$ cat src/rtl/core/owm_pkg.sv
package owm_pkg;

    localparam int BITS_PER_BYTE = 8;
    localparam int BIT_W         = $clog2(BITS_PER_BYTE);

    localparam int APB_ADDR_W = 5;
    localparam int APB_DATA_W = 32;

    typedef struct packed {
        logic [9:0] reset_low_time;
        logic [7:0] presence_sample_time;
        logic [9:0] reset_recovery_time;
        logic [5:0] short_low_time;
        logic [5:0] read_sample_delay;
        logic [6:0] long_low_time;
        logic [6:0] slot_length;
    } t_cfg;

    localparam logic [9:0] RESET_LOW_DEF     = 10'd480;
    localparam logic [7:0] PRESENCE_DEF      = 8'd70;
    localparam logic [9:0] RECOVERY_DEF      = 10'd410;
    localparam logic [5:0] SHORT_LOW_DEF     = 6'd6;
    localparam logic [5:0] READ_SAMPLE_DEF   = 6'd9;
    localparam logic [6:0] LONG_LOW_DEF      = 7'd60;
    localparam logic [6:0] SLOT_LENGTH_DEF   = 7'd70;

endpackage

$ cat src/rtl/core/owm_cfg.sv
module owm_cfg (
    input  logic                            i_clk,
    input  logic                            i_rst_n,
    input  logic                            psel,
    input  logic                            penable,
    input  logic                            pwrite,
    input  logic [owm_pkg::APB_ADDR_W-1:0]  paddr,
    input  logic [owm_pkg::APB_DATA_W-1:0]  pwdata,
    output logic [owm_pkg::APB_DATA_W-1:0]  prdata,
    output logic                            pready,
    output owm_pkg::t_cfg                   o_cfg
);
    import owm_pkg::*;

    typedef enum logic [2:0] {
        REG_RESET_LOW   = 3'd0,
        REG_PRESENCE    = 3'd1,
        REG_RECOVERY    = 3'd2,
        REG_SHORT_LOW   = 3'd3,
        REG_READ_SAMPLE = 3'd4,
        REG_LONG_LOW    = 3'd5,
        REG_SLOT_LENGTH = 3'd6
    } t_reg_idx;

    t_cfg     r_cfg;
    t_reg_idx reg_idx;
    logic     wr_en;

    assign reg_idx = t_reg_idx'(paddr[APB_ADDR_W-1:2]);
    assign wr_en   = psel && penable && pwrite && pready;
    assign pready  = 1'b1;
    assign o_cfg   = r_cfg;

    always_ff @(posedge i_clk) begin
        if (!i_rst_n) begin
            r_cfg.reset_low_time       <= RESET_LOW_DEF;
            r_cfg.presence_sample_time <= PRESENCE_DEF;
            r_cfg.reset_recovery_time  <= RECOVERY_DEF;
            r_cfg.short_low_time       <= SHORT_LOW_DEF;
            r_cfg.read_sample_delay    <= READ_SAMPLE_DEF;
            r_cfg.long_low_time        <= LONG_LOW_DEF;
            r_cfg.slot_length          <= SLOT_LENGTH_DEF;
        end else if (wr_en) begin
            case (reg_idx)
                REG_RESET_LOW:   r_cfg.reset_low_time       <= pwdata[9:0];
                REG_PRESENCE:    r_cfg.presence_sample_time <= pwdata[7:0];
                REG_RECOVERY:    r_cfg.reset_recovery_time  <= pwdata[9:0];
                REG_SHORT_LOW:   r_cfg.short_low_time       <= pwdata[5:0];
                REG_READ_SAMPLE: r_cfg.read_sample_delay    <= pwdata[5:0];
                REG_LONG_LOW:    r_cfg.long_low_time        <= pwdata[6:0];
                REG_SLOT_LENGTH: r_cfg.slot_length          <= pwdata[6:0];
                default: ;
            endcase
        end
    end

    always_comb begin
        case (reg_idx)
            REG_RESET_LOW:   prdata = APB_DATA_W'(r_cfg.reset_low_time);
            REG_PRESENCE:    prdata = APB_DATA_W'(r_cfg.presence_sample_time);
            REG_RECOVERY:    prdata = APB_DATA_W'(r_cfg.reset_recovery_time);
            REG_SHORT_LOW:   prdata = APB_DATA_W'(r_cfg.short_low_time);
            REG_READ_SAMPLE: prdata = APB_DATA_W'(r_cfg.read_sample_delay);
            REG_LONG_LOW:    prdata = APB_DATA_W'(r_cfg.long_low_time);
            REG_SLOT_LENGTH: prdata = APB_DATA_W'(r_cfg.slot_length);
            default:         prdata = '0;
        endcase
    end

endmodule

$ cat src/rtl/core/one_wire_bus_master.sv
// 1-Wire bus master stepped by command beats (reset, write byte, read byte) and
// by one-microsecond tick beats that carry the sampled line level. Every input
// beat yields exactly one result beat with the line drive, busy, done, presence,
// read byte and reject flags. Throughput is one beat per clock while results
// are taken. A beat accepted into the input register moves into the result
// register once that register is free, and is offered from then on. While a
// result waits downstream the input register takes one more beat, then o_ready
// drops until the result is taken.
// Timing registers sit on the APB port at byte addresses 0x00 (reset low),
// 0x04 (presence sample), 0x08 (reset recovery), 0x0C (short low), 0x10 (read
// sample delay), 0x14 (long low) and 0x18 (slot length); write them only while
// the block is idle. Zero-length phases that follow another phase resolve within the same tick.
module one_wire_bus_master (
    input  logic                            i_clk,
    input  logic                            i_rst_n,
    input  logic                            i_valid,
    output logic                            o_ready,
    input  logic [1:0]                      i_opcode,
    input  logic [7:0]                      i_data_byte,
    input  logic                            i_line_level,
    output logic                            o_valid,
    input  logic                            i_ready,
    output logic                            o_drive_low,
    output logic                            o_busy_res,
    output logic                            o_done_res,
    output logic                            o_device_present,
    output logic [7:0]                      o_read_value,
    output logic                            o_rejected,
    input  logic                            psel,
    input  logic                            penable,
    input  logic                            pwrite,
    input  logic [owm_pkg::APB_ADDR_W-1:0]  paddr,
    input  logic [owm_pkg::APB_DATA_W-1:0]  pwdata,
    output logic [owm_pkg::APB_DATA_W-1:0]  prdata,
    output logic                            pready
);
    import owm_pkg::*;

    localparam logic [BIT_W-1:0] LAST_BIT = BIT_W'(BITS_PER_BYTE - 1);

    typedef enum logic [1:0] {
        OP_TICK  = 2'd0,
        OP_RESET = 2'd1,
        OP_WRITE = 2'd2,
        OP_READ  = 2'd3
    } t_opcode;

    typedef enum logic [6:0] {
        PH_IDLE      = 7'b0000001,
        PH_RST_LOW   = 7'b0000010,
        PH_RST_WAIT  = 7'b0000100,
        PH_RST_REC   = 7'b0001000,
        PH_SLOT_LOW  = 7'b0010000,
        PH_READ_WAIT = 7'b0100000,
        PH_SLOT_REST = 7'b1000000
    } t_phase;

    t_cfg cfg;

    owm_cfg u_cfg (
        .i_clk   (i_clk),
        .i_rst_n (i_rst_n),
        .psel    (psel),
        .penable (penable),
        .pwrite  (pwrite),
        .paddr   (paddr),
        .pwdata  (pwdata),
        .prdata  (prdata),
        .pready  (pready),
        .o_cfg   (cfg)
    );

    // input register
    logic                     r_in_valid;
    t_opcode                  r_in_opcode;
    logic [BITS_PER_BYTE-1:0] r_in_data;
    logic                     r_in_line;

    // bus state
    t_phase                   r_phase;
    logic [9:0]               r_time_count;
    logic [BIT_W-1:0]         r_bit_number;
    logic [BITS_PER_BYTE-1:0] r_shift_byte;
    logic                     r_presence_seen;
    logic                     r_reading_mode;

    // result register
    logic                     r_out_valid;
    logic                     r_drive_low;
    logic                     r_busy;
    logic                     r_done;
    logic                     r_present;
    logic [BITS_PER_BYTE-1:0] r_read_value;
    logic                     r_rejected;

    t_phase                   n_phase;
    logic [9:0]               n_time_count;
    logic [BIT_W-1:0]         n_bit_number;
    logic [BITS_PER_BYTE-1:0] n_shift_byte;
    logic                     n_presence_seen;
    logic                     n_reading_mode;
    logic                     fin_reset;
    logic                     fin_slot;
    logic                     rej;

    logic                     adv;

    assign adv     = r_in_valid && (!r_out_valid || i_ready);
    assign o_ready = !r_in_valid || adv;

    // phase length of the current phase
    logic [6:0]  cur_low;
    logic [7:0]  used;
    logic        zr_cur;
    logic [6:0]  rest_len;
    logic [9:0]  phase_len;
    logic [9:0]  tc;
    logic        tick_end;
    logic        z_short;
    logic        z_long;
    logic        z_wait;
    logic        z_slot;

    assign z_short  = (cfg.short_low_time == '0);
    assign z_long   = (cfg.long_low_time == '0);
    assign z_wait   = (cfg.read_sample_delay == '0);
    assign z_slot   = (cfg.slot_length == '0);
    assign cur_low  = (r_reading_mode || r_shift_byte[0]) ? {1'b0, cfg.short_low_time}
                                                          : cfg.long_low_time;
    assign used     = {1'b0, cur_low}
                    + (r_reading_mode ? {2'b00, cfg.read_sample_delay} : 8'd0);
    assign zr_cur   = ({1'b0, cfg.slot_length} <= used);
    assign rest_len = zr_cur ? 7'd0 : 7'(({1'b0, cfg.slot_length} - used));
    assign tc       = r_time_count + 10'd1;
    assign tick_end = (tc >= phase_len);

    always_comb begin
        case (r_phase)
            PH_RST_LOW:   phase_len = cfg.reset_low_time;
            PH_RST_WAIT:  phase_len = {2'b00, cfg.presence_sample_time};
            PH_RST_REC:   phase_len = cfg.reset_recovery_time;
            PH_SLOT_LOW:  phase_len = 10'(cur_low);
            PH_READ_WAIT: phase_len = 10'(cfg.read_sample_delay);
            PH_SLOT_REST: phase_len = 10'(rest_len);
            default:      phase_len = '0;
        endcase
    end

    // Slot path: finish the current slot, skip over slots that take no time,
    // stop inside the first slot that still has time left, or finish the byte.
    logic                     a_complete;
    t_phase                   a_phase;
    logic [BITS_PER_BYTE-1:0] a_shift;
    logic [BIT_W-1:0]         rem;
    logic [BIT_W-1:0]         nb;
    logic [BITS_PER_BYTE-1:0] zfull;
    logic                     found;
    logic [BIT_W-1:0]         jsel;
    t_phase                   s_phase;
    logic [BIT_W-1:0]         s_bit;
    logic [BITS_PER_BYTE-1:0] s_shift;
    logic                     s_fin;

    assign rem = LAST_BIT - r_bit_number;
    assign nb  = r_bit_number + BIT_W'(1);

    always_comb begin
        a_complete = 1'b0;
        a_phase    = r_phase;
        a_shift    = r_shift_byte;
        case (r_phase)
            PH_SLOT_LOW: begin
                if (r_reading_mode) begin
                    if (z_wait) begin
                        a_shift = {r_in_line, r_shift_byte[BITS_PER_BYTE-1:1]};
                        if (zr_cur) a_complete = 1'b1;
                        else a_phase = PH_SLOT_REST;
                    end else begin
                        a_phase = PH_READ_WAIT;
                    end
                end else if (zr_cur) begin
                    a_complete = 1'b1;
                    a_shift    = r_shift_byte >> 1;
                end else begin
                    a_phase = PH_SLOT_REST;
                end
            end
            PH_READ_WAIT: begin
                a_shift = {r_in_line, r_shift_byte[BITS_PER_BYTE-1:1]};
                if (zr_cur) a_complete = 1'b1;
                else a_phase = PH_SLOT_REST;
            end
            PH_SLOT_REST: begin
                a_complete = 1'b1;
                if (!r_reading_mode) a_shift = r_shift_byte >> 1;
            end
            default: a_complete = 1'b0;
        endcase
    end

    // write mode: first remaining bit whose slot takes time
    always_comb begin
        for (int j = 0; j < BITS_PER_BYTE; j++) begin
            zfull[j] = z_slot && (a_shift[j] ? z_short : z_long);
        end
        found = 1'b0;
        jsel  = '0;
        for (int j = BITS_PER_BYTE - 2; j >= 0; j--) begin
            if ((j < int'(rem)) && !zfull[j]) begin
                found = 1'b1;
                jsel  = BIT_W'(j);
            end
        end
    end

    always_comb begin
        s_phase = a_phase;
        s_bit   = r_bit_number;
        s_shift = a_shift;
        s_fin   = 1'b0;
        if (a_complete) begin
            if (r_bit_number == LAST_BIT) begin
                s_phase = PH_IDLE;
                s_fin   = 1'b1;
            end else if (r_reading_mode) begin
                if (z_short && z_wait && zr_cur) begin
                    // every remaining slot samples this tick's level
                    s_phase = PH_IDLE;
                    s_fin   = 1'b1;
                    s_shift = (a_shift >> rem)
                            | (r_in_line ? ~({BITS_PER_BYTE{1'b1}} >> rem) : '0);
                end else begin
                    s_bit = nb;
                    if (!z_short) begin
                        s_phase = PH_SLOT_LOW;
                    end else if (!z_wait) begin
                        s_phase = PH_READ_WAIT;
                    end else begin
                        s_shift = {r_in_line, a_shift[BITS_PER_BYTE-1:1]};
                        s_phase = PH_SLOT_REST;
                    end
                end
            end else if (found) begin
                s_bit   = nb + jsel;
                s_shift = a_shift >> jsel;
                s_phase = (a_shift[jsel] ? z_short : z_long) ? PH_SLOT_REST : PH_SLOT_LOW;
            end else begin
                s_phase = PH_IDLE;
                s_fin   = 1'b1;
                s_shift = '0;
            end
        end
    end

    always_comb begin
        n_phase         = r_phase;
        n_time_count    = r_time_count;
        n_bit_number    = r_bit_number;
        n_shift_byte    = r_shift_byte;
        n_presence_seen = r_presence_seen;
        n_reading_mode  = r_reading_mode;
        fin_reset       = 1'b0;
        fin_slot        = 1'b0;
        rej             = 1'b0;
        if (r_in_opcode == OP_TICK) begin
            if (r_phase != PH_IDLE) begin
                if (!tick_end) begin
                    n_time_count = tc;
                end else begin
                    n_time_count = '0;
                    case (r_phase)
                        PH_RST_LOW: begin
                            if (cfg.presence_sample_time == '0) begin
                                n_presence_seen = !r_in_line;
                                if (cfg.reset_recovery_time == '0) begin
                                    n_phase   = PH_IDLE;
                                    fin_reset = 1'b1;
                                end else begin
                                    n_phase = PH_RST_REC;
                                end
                            end else begin
                                n_phase = PH_RST_WAIT;
                            end
                        end
                        PH_RST_WAIT: begin
                            n_presence_seen = !r_in_line;
                            if (cfg.reset_recovery_time == '0) begin
                                n_phase   = PH_IDLE;
                                fin_reset = 1'b1;
                            end else begin
                                n_phase = PH_RST_REC;
                            end
                        end
                        PH_RST_REC: begin
                            n_phase   = PH_IDLE;
                            fin_reset = 1'b1;
                        end
                        PH_SLOT_LOW, PH_READ_WAIT, PH_SLOT_REST: begin
                            n_phase      = s_phase;
                            n_bit_number = s_bit;
                            n_shift_byte = s_shift;
                            fin_slot     = s_fin;
                        end
                        default: n_phase = PH_IDLE;
                    endcase
                end
            end
        end else if (r_phase != PH_IDLE) begin
            rej = 1'b1;
        end else begin
            n_time_count = '0;
            n_bit_number = '0;
            case (r_in_opcode)
                OP_RESET: begin
                    n_presence_seen = 1'b0;
                    n_reading_mode  = 1'b0;
                    n_phase         = PH_RST_LOW;
                end
                OP_WRITE: begin
                    n_shift_byte   = r_in_data;
                    n_reading_mode = 1'b0;
                    n_phase        = PH_SLOT_LOW;
                end
                default: begin
                    n_shift_byte   = '0;
                    n_reading_mode = 1'b1;
                    n_phase        = PH_SLOT_LOW;
                end
            endcase
        end
    end

    always_ff @(posedge i_clk) begin
        if (!i_rst_n) begin
            r_in_valid      <= 1'b0;
            r_out_valid     <= 1'b0;
            r_phase         <= PH_IDLE;
            r_time_count    <= '0;
            r_bit_number    <= '0;
            r_shift_byte    <= '0;
            r_presence_seen <= 1'b0;
            r_reading_mode  <= 1'b0;
        end else begin
            if (o_ready) r_in_valid <= i_valid;
            if (adv) begin
                r_out_valid     <= 1'b1;
                r_phase         <= n_phase;
                r_time_count    <= n_time_count;
                r_bit_number    <= n_bit_number;
                r_shift_byte    <= n_shift_byte;
                r_presence_seen <= n_presence_seen;
                r_reading_mode  <= n_reading_mode;
            end else if (i_ready) begin
                r_out_valid <= 1'b0;
            end
        end
    end

    always_ff @(posedge i_clk) begin
        if (i_valid && o_ready) begin
            r_in_opcode <= t_opcode'(i_opcode);
            r_in_data   <= i_data_byte;
            r_in_line   <= i_line_level;
        end
        if (adv) begin
            r_drive_low  <= (n_phase == PH_RST_LOW) || (n_phase == PH_SLOT_LOW);
            r_busy       <= (n_phase != PH_IDLE);
            r_done       <= fin_reset || fin_slot;
            r_present    <= fin_reset && n_presence_seen;
            r_read_value <= (fin_slot && n_reading_mode) ? n_shift_byte : '0;
            r_rejected   <= rej;
        end
    end

    assign o_valid          = r_out_valid;
    assign o_drive_low      = r_drive_low;
    assign o_busy_res       = r_busy;
    assign o_done_res       = r_done;
    assign o_device_present = r_present;
    assign o_read_value     = r_read_value;
    assign o_rejected       = r_rejected;

    a_done_not_busy: assert property (@(posedge i_clk) disable iff (!i_rst_n)
        o_valid && o_done_res |-> !o_busy_res)
        else $error("done reported while still busy");

    a_reject_busy: assert property (@(posedge i_clk) disable iff (!i_rst_n)
        o_valid && o_rejected |-> o_busy_res && !o_done_res)
        else $error("reject without a sequence in progress");

    a_drive_busy: assert property (@(posedge i_clk) disable iff (!i_rst_n)
        o_valid && o_drive_low |-> o_busy_res)
        else $error("line driven low while idle");

    a_idle_count: assert property (@(posedge i_clk) disable iff (!i_rst_n)
        r_phase == PH_IDLE |-> r_time_count == '0)
        else $error("time count left over in idle");

    a_in_hold: assert property (@(posedge i_clk) disable iff (!i_rst_n)
        r_in_valid && !adv |=> r_in_valid && $stable(r_in_opcode) && $stable(r_in_line))
        else $error("buffered beat lost or overwritten");

endmodule
$ cat config.mk
export PLATFORM = sky130hd
export DESIGN_NAME = one_wire_bus_master
export DESIGN_NICKNAME = d
export VERILOG_FILES = /design/src/rtl/core/owm_pkg.sv /design/src/rtl/core/owm_cfg.sv /design/src/rtl/core/one_wire_bus_master.sv
export SDC_FILE = /design/constraint.sdc
export NUM_CORES = 1
export LEC_CHECK = 0
export BUFFER_PORTS_ARGS = -buffer_cell sky130_fd_sc_hd__buf_2
export CELL_PAD_IN_SITES_DETAIL_PLACEMENT = 0
export CELL_PAD_IN_SITES_GLOBAL_PLACEMENT = 1
export CORE_MARGIN = 4
export CORE_UTILIZATION = 45
export DETAILED_ROUTE_END_ITERATION = 10
export GPL_ROUTABILITY_DRIVEN = 0
export PLACE_DENSITY = 0.93
export SYNTH_ARGS = -nofsm -noshare
export SYNTH_HDL_FRONTEND = slang
export SYNTH_SLANG_ARGS = --single-unit
$ cat constraint.sdc
create_clock -name i_clk -period 8.85 [get_ports i_clk]
set_input_delay 0.4425 -clock i_clk [delete_from_list [all_inputs] [get_ports i_clk]]
set_output_delay 0.4425 -clock i_clk [all_outputs]
set_load 0.005 [all_outputs]
==> results.tsv, run 1 <==
metric	value	unit
outcome	finished clean	
portBuffers	55	
hold_buffers	0	
p_int	788	uW
path_common_cell	a21o_1	
async_flop_share	0	
finClkSkew	0.0148	ns
setup_ws	0.706	ns
post_cts.repair.setup_buffers	0	
arrival	8.34	ns
crit_required	9.05	ns
dr.first_iter.drc_count	961	
grt_max_degree	57	
peakVddDrop	0.0000875	V
io_pins	103	
multi_input_area	5620	um2
first_global_vias	7610	
overflow	0	
insertion_delay	0.36	ns
htreeDepth	3	
post-route-util	0.489	
worstSetupEndpointType	flip-flop	
tightest_slew	1.02	ns
wire_per_inst	19.6	um
start_kind	flip-flop	
fp.dieW	146	um
nets	1163	
coreArea	18600	um2
synth_seq_cells	110	
path_delay_family	compound AO/OA/AOI/OAI gates	
max_freq	123	MHz
final_antenna_net_count	0	
syn_avg_cell_area	8.07	um2
grt_pass1_wl	41500	um
dp_hpwl	18700	um
num-fill-cells	1834	
num_vias	8247	
p_leak	3.42	nW
ys_types	96	
maxCapViolations	0	
synth-main-ff-cell	dfxtp_1	
crit_start	r_shift_byte[0]$_SDFFE_PN0P_	
ys_seq_area_frac	0.287	
path_clk_slew	0.08	ns
r2r_end	o_drive_low$_DFFE_PP_	
rr_worst_depth	35	
slowest_stage	nor4_1	
endpoint	o_drive_low$_DFFE_PP_	
worstHoldPathType	input port to flip-flop	
diodes	0	
setup_viol	0	
seq_power_share	0.476	
die-area	21200	um2
grt_use_total	0.237	
vias_per_cell	6.29	
power.share.clock	0.349	
critPathMaxFanout	10	
start_util	0.457	
clockBufferDepth	2	
reg2reg_slack	0.71	ns
fin_setup_tns	0	ns
path_class	flip-flop to flip-flop	
rsz0062_at_grt	false	
switching_share	0.302	
synthCells	1056	
synth-edff-count	24	
firstDrtPassIters	7	
die_h	146	um
finalPower	1.13	mW
cts.sinks	110	
root_buffer	clkbuf_16	
rr_startpoint	r_shift_byte[0]$_SDFFE_PN0P_	
p_per_area	124	nW/um2
cts_tree	built	
rows	50	
yosys_warnings	0	
slew_viol_final	0	
drive_gt1_frac	0.127	
cts_resized	0	
min_period_over_period	0.920	
hold_ws	0.257	ns
ff_latch_area	2440	um2
area_growth	7.02	%
drc	0	
path_buf_inv	4	
slowest_delay	0.49	ns
maxSlewHeadroom	0.318	
cp_num_cells	35	
hp-start	i_opcode[0]	
cts_made_buffers	9	
pwr-share-comb	0.176	
final.min_clock_period	8.14	ns
syn-cell-area	8520	um2
drt-total-wl	25700	um
final-hold-violation-count	0	
switchingPower	341	uW
pre_cts_ws	0.840	ns
antenna_found_initial	0	
[flip-flops by register name, indices dropped and copies added (netlist names), 2 cells and up]
signal        cells
r_in_data         8
r_shift_byte      8
r_in_opcode       2
r_phase           7
u_cfg.o_cfg      54
r_bit_number      3
o_read_value      8
r_time_count     10
[metal layers]
layer | vias up | GRT usage | part of all wire
met5 | - | 0 | 0
met1 | 3914 | 0.328 | 0.44
met3 | 46 | 0.0411 | 0.080
met2 | 385 | 0.375 | 0.46
met4 | 0 | 0.0859 | 0.029
li1 | 3902 | - | -
[how the worst min path moves through the flow]
stage,end,slack (ns),depth (start not counted)
2_1_floorplan,u_cfg.o_cfg[45]$_SDFFE_PN0P_,0.45,2
3_3_place_gp,u_cfg.o_cfg[47]$_SDFFE_PN0P_,0.46,2
3_5_place_dp,u_cfg.o_cfg[47]$_SDFFE_PN0P_,0.47,2
4_1_cts,r_in_opcode[0]$_DFFE_PP_,0.25,1
5_1_grt,r_in_data[0]$_DFFE_PP_,0.24,1
6_report,r_in_opcode[0]$_DFFE_PP_,0.26,1
[layout by cell type, fill, tap and decap left out, types with 20 or more instances in the layout]
| cell | Yosys | final |
|---|---|---|
| ha_1 | 32 | 32 |
| edfxtp_1 | 24 | 24 |
| nand2_1 | 122 | 122 |
| a22oi_1 | 21 | 21 |
| a31oi_1 | 20 | 20 |
| nor2_1 | 122 | 122 |
| inv_1 | 22 | 21 |
| conb_1 | 2 | 23 |
| o21ai_0 | 41 | 41 |
| mux2i_1 | 62 | 62 |
| nand2b_1 | 23 | 23 |
| dfxtp_1 | 86 | 86 |
| buf_2 | 4 | 55 |
| a21oi_1 | 63 | 63 |
| nand3_1 | 37 | 37 |
[power by group through the flow]
stage               clock network (mW)  registers (mW)  logic, mW
floorplan                            0           0.541      0.147
global placement                     0           0.548      0.192
detailed placement                   0           0.548      0.193
CTS                              0.398           0.536      0.194
global route                     0.419           0.538      0.218
finish                           0.393           0.537      0.198
[kinds of logic after synthesis]
group,count (synthesis),synth area share
AOI/OAI and AO/OA,287,0.241
xor gates and xnor gates,19,0.0195
adders and majority gates,35,0.0541
buffers and inverters,113,0.0640
DFF,110,0.287
muxes,82,0.105
other,2,0.000882
and+or+nand+nor,408,0.229
[cells in the mapped netlist (all sizes together), types with 5 or more instances]
master,n,area share
nor2,123,0.054
nand2,122,0.054
dfxtp,86,0.20
a21oi,64,0.038
mux2i,62,0.073
o21ai,54,0.033
clkbuf,50,0.022
nand3,37,0.022
buf,36,0.030
ha,32,0.047
edfxtp,24,0.085
inv,23,0.010
nand2b,23,0.017
a22oi,21,0.019
a31oi,21,0.016
a211oi,18,0.017
mux2,16,0.021
nor3,16,0.0094
and2,12,0.0088
a222oi,11,0.013
xnor2,11,0.011
a21o,10,0.0088
nor4,10,0.0081
o211ai,10,0.011
or2,10,0.0073
and3,9,0.0066
nor2b,9,0.0066
xor2,8,0.0082
nand4,7,0.0059
o21a,7,0.0062
o311ai,7,0.0081
or3,7,0.0051
o31ai,6,0.0053
or4,6,0.0053
a311oi,5,0.0072
o221ai,5,0.0066
[cell type report]
cell class	count	share of cell area
Tap cell	234	0.0321
Clock inverter	6	0.00480
Clock buffer	9	0.0247
Sequential cell	110	0.268
Timing Repair Buffer	71	0.0434
Multi-Input combinational cell	854	0.616
Inverter	27	0.0111
[per-stage QoR]
| step | std cells | instance area (um2) |
|---|---|---|
| 5_1_grt | 1311 | 9120 |
| 3_3_place_gp | 1296 | 8850 |
| 4_1_cts | 1311 | 9120 |
| 2_1_floorplan | 1077 | 8600 |
| 6_report | 1311 | 9120 |
| 3_5_place_dp | 1296 | 8850 |
Power figures use the tool's default switching activity.
==> inputs of run 2 (changes only) <==
REMOVE_ABC_BUFFERS = 1   (was default)
==> run 2 against run 1 <==
  * Final area barely moved
  * Wire length fell by 0.26%
  * Non-clock buffer count decreased by 3
  * Combinational power about the same
  * Via count up 0.32%
  * Final cell count down 0.15%
  * Worst setup slack gained 0.043 ns
  * Maximum frequency up 0.53%
  * Hold slack better by 0.0029 ns
  * Sequential power barely moved
  * Critical endpoint unchanged
==> results.tsv, run 2 (synthesized netlist as in run 1, its figures left out) <==
metric	value	unit	change
coreArea	18600	um2	unchanged
area_growth	7.05	%	was 7.02%
max_freq	123	MHz	about the same
rr_worst_depth	35		unchanged
final.min_clock_period	8.10	ns	was 8.14 ns
rr_startpoint	r_reading_mode$_SDFFE_PN0P_		was r_shift_byte[0]$_SDFFE_PN0P_
drive_gt1_frac	0.126		was 0.127
outcome	finished clean		unchanged
slowest_stage	buf_4		was nor4_1
dr.first_iter.drc_count	844		was 961
maxSlewHeadroom	0.164		was 0.318
grt_pass1_wl	41000	um	was 41500 um
antenna_found_initial	0		unchanged
crit_required	9.06	ns	was 9.05 ns
first_global_vias	7891		was 7610
finalPower	1.14	mW	was 1.13 mW
switchingPower	340	uW	was 341 uW
nets	1160		was 1163
hold_buffers	0		unchanged
drc	0		unchanged
dpl_cell_area	8820	um2	was 8850 um2
power.share.clock	0.356		was 0.349
start_util	0.457		unchanged
dp_hpwl	18700	um	about the same
final-hold-violation-count	0		unchanged
cts.sinks	110		unchanged
path_clk_slew	0.08	ns	about the same
largest_reg_flops	54		unchanged
maxCapViolations	0		unchanged
crit_start	r_reading_mode$_SDFFE_PN0P_		was r_shift_byte[0]$_SDFFE_PN0P_
cts_tree	built		unchanged
grt_max_degree	56		was 57
fp.dieW	146	um	unchanged
io_pins	103		unchanged
insertion_delay	0.36	ns	about the same
wire_per_inst	19.6	um	about the same
worstSetupEndpointType	flip-flop		unchanged
arrival	8.31	ns	was 8.34 ns
drt-total-wl	25600	um	was 25700 um
start_kind	flip-flop		unchanged
final_common_cell	nand2_1		
tightest_slew	1.25	ns	was 1.02 ns
htreeDepth	3		unchanged
finalInstanceArea	9120	um2	about the same
clockBufferDepth	2		unchanged
die_h	146	um	unchanged
min_period_over_period	0.915		was 0.920
peakVddDrop	0.0000860	V	was 0.0000875 V
p_int	799	uW	was 788 uW
firstDrtPassIters	6		was 7
p_per_area	125	nW/um2	was 124 nW/um2
rows	50		unchanged
vias_per_cell	6.32		was 6.29
switching_share	0.299		was 0.302
rsz0062_at_grt	false		unchanged
path_class	flip-flop to flip-flop		unchanged
slew_viol_final	0		unchanged
endpoint	o_drive_low$_DFFE_PP_		unchanged
slowest_delay	0.44	ns	was 0.49 ns
critPathMaxFanout	44		was 10
p_leak	3.41	nW	was 3.42 nW
cts_made_buffers	9		unchanged
setup_viol	0		unchanged
grt_use_total	0.234		was 0.237
final_antenna_net_count	0		unchanged
overflow	0		unchanged
root_buffer	clkbuf_16		unchanged
worstHoldPathType	input port to flip-flop		unchanged
r2r_end	o_drive_low$_DFFE_PP_		unchanged
diodes	0		unchanged
die-area	21200	um2	unchanged
path_common_cell	a21o_1		unchanged
portBuffers	55		unchanged
final_cell_mix	nand2_1 (122), nor2_1 (121), dfxtp_1 (86), a21oi_1 (63), mux2i_1 (62)		was nor2_1 (122), nand2_1 (122), dfxtp_1 (86), a21oi_1 (63), mux2i_1 (62)
num_vias	8273		was 8247
finClkSkew	0.0133	ns	was 0.0148 ns
pwr-share-comb	0.173		was 0.176
reg2reg_slack	0.75	ns	was 0.71 ns
seq_power_share	0.472		was 0.476
fin_setup_tns	0	ns	unchanged
hold_ws	0.260	ns	was 0.257 ns
==> run 2: worst max-delay path: cells and delay by family (launching register included) <==
kind / cells / cell delay, ns
AO/OA/AOI/OAI: 15 / 3.10
flip-flops: 1 / 0.37
buffers and inverters: 3 / 0.72
AND/OR/NAND/NOR: 12 / 2.43
XOR/XNOR: 1 / 0.15
adder cells (fa/ha/maj): 4 / 1.14
==> run 2: what timing repair did <==
item	CTS	global route
setup buffers	0	0
resized for setup	0	1
setup endpoints to repair	0	1
==> run 2: cell type report <==
| type | instances | area (um2) |
|---|---|---|
| timing repair buffer | 68 | 373 |
| tap | 234 | 293 |
| clock inverter | 5 | 48.8 |
| clock buffer | 11 | 243 |
| fill | 1858 | 9520 |
| inverter | 27 | 101 |
| sequential | 110 | 2440 |
| multi-input combinational | 854 | 5620 |
==> run 2: how the worst min path moves through the flow <==
stage,from,to,slack [ns],depth (start not counted)
final,i_data_byte[6],r_in_data[6]$_DFFE_PP_,0.26,1
after CTS,i_data_byte[6],r_in_data[6]$_DFFE_PP_,0.25,1
after floorplan,u_cfg.o_cfg[45]$_SDFFE_PN0P_,u_cfg.o_cfg[45]$_SDFFE_PN0P_,0.45,2
after detailed placement,u_cfg.o_cfg[44]$_SDFFE_PN0P_,u_cfg.o_cfg[44]$_SDFFE_PN0P_,0.46,2
after global placement,u_cfg.o_cfg[47]$_SDFFE_PN0P_,u_cfg.o_cfg[47]$_SDFFE_PN0P_,0.46,2
after global routing,i_opcode[1],r_in_opcode[1]$_DFFE_PP_,0.25,1
==> run 2: metrics by stage <==
stage	instances	util	setup WS, ns
2_1_floorplan	991	-	0.955
3_3_place_gp	1293	0.473	0.759
3_5_place_dp	1293	0.473	0.700
4_1_cts	1309	0.489	0.636
5_1_grt	1309	0.489	0.0168
6_report	1309	0.489	0.749
==> run 2: power by group through the flow <==
stage	clock network (mW)	logic (mW)	registers (mW)
2_1_floorplan	0	0.123	0.547
3_3_place_gp	0	0.190	0.548
3_5_place_dp	0	0.192	0.548
4_1_cts	0.415	0.193	0.537
5_1_grt	0.434	0.215	0.538
6_report	0.405	0.197	0.537
==> run 2: routing by layer <==
metal,GRT usage,vias up,part of all wire
met4,0.113,0,0.039
met2,0.375,421,0.46
met1,0.303,3892,0.42
li1,-,3887,-
met3,0.0483,73,0.083
met5,0,-,0
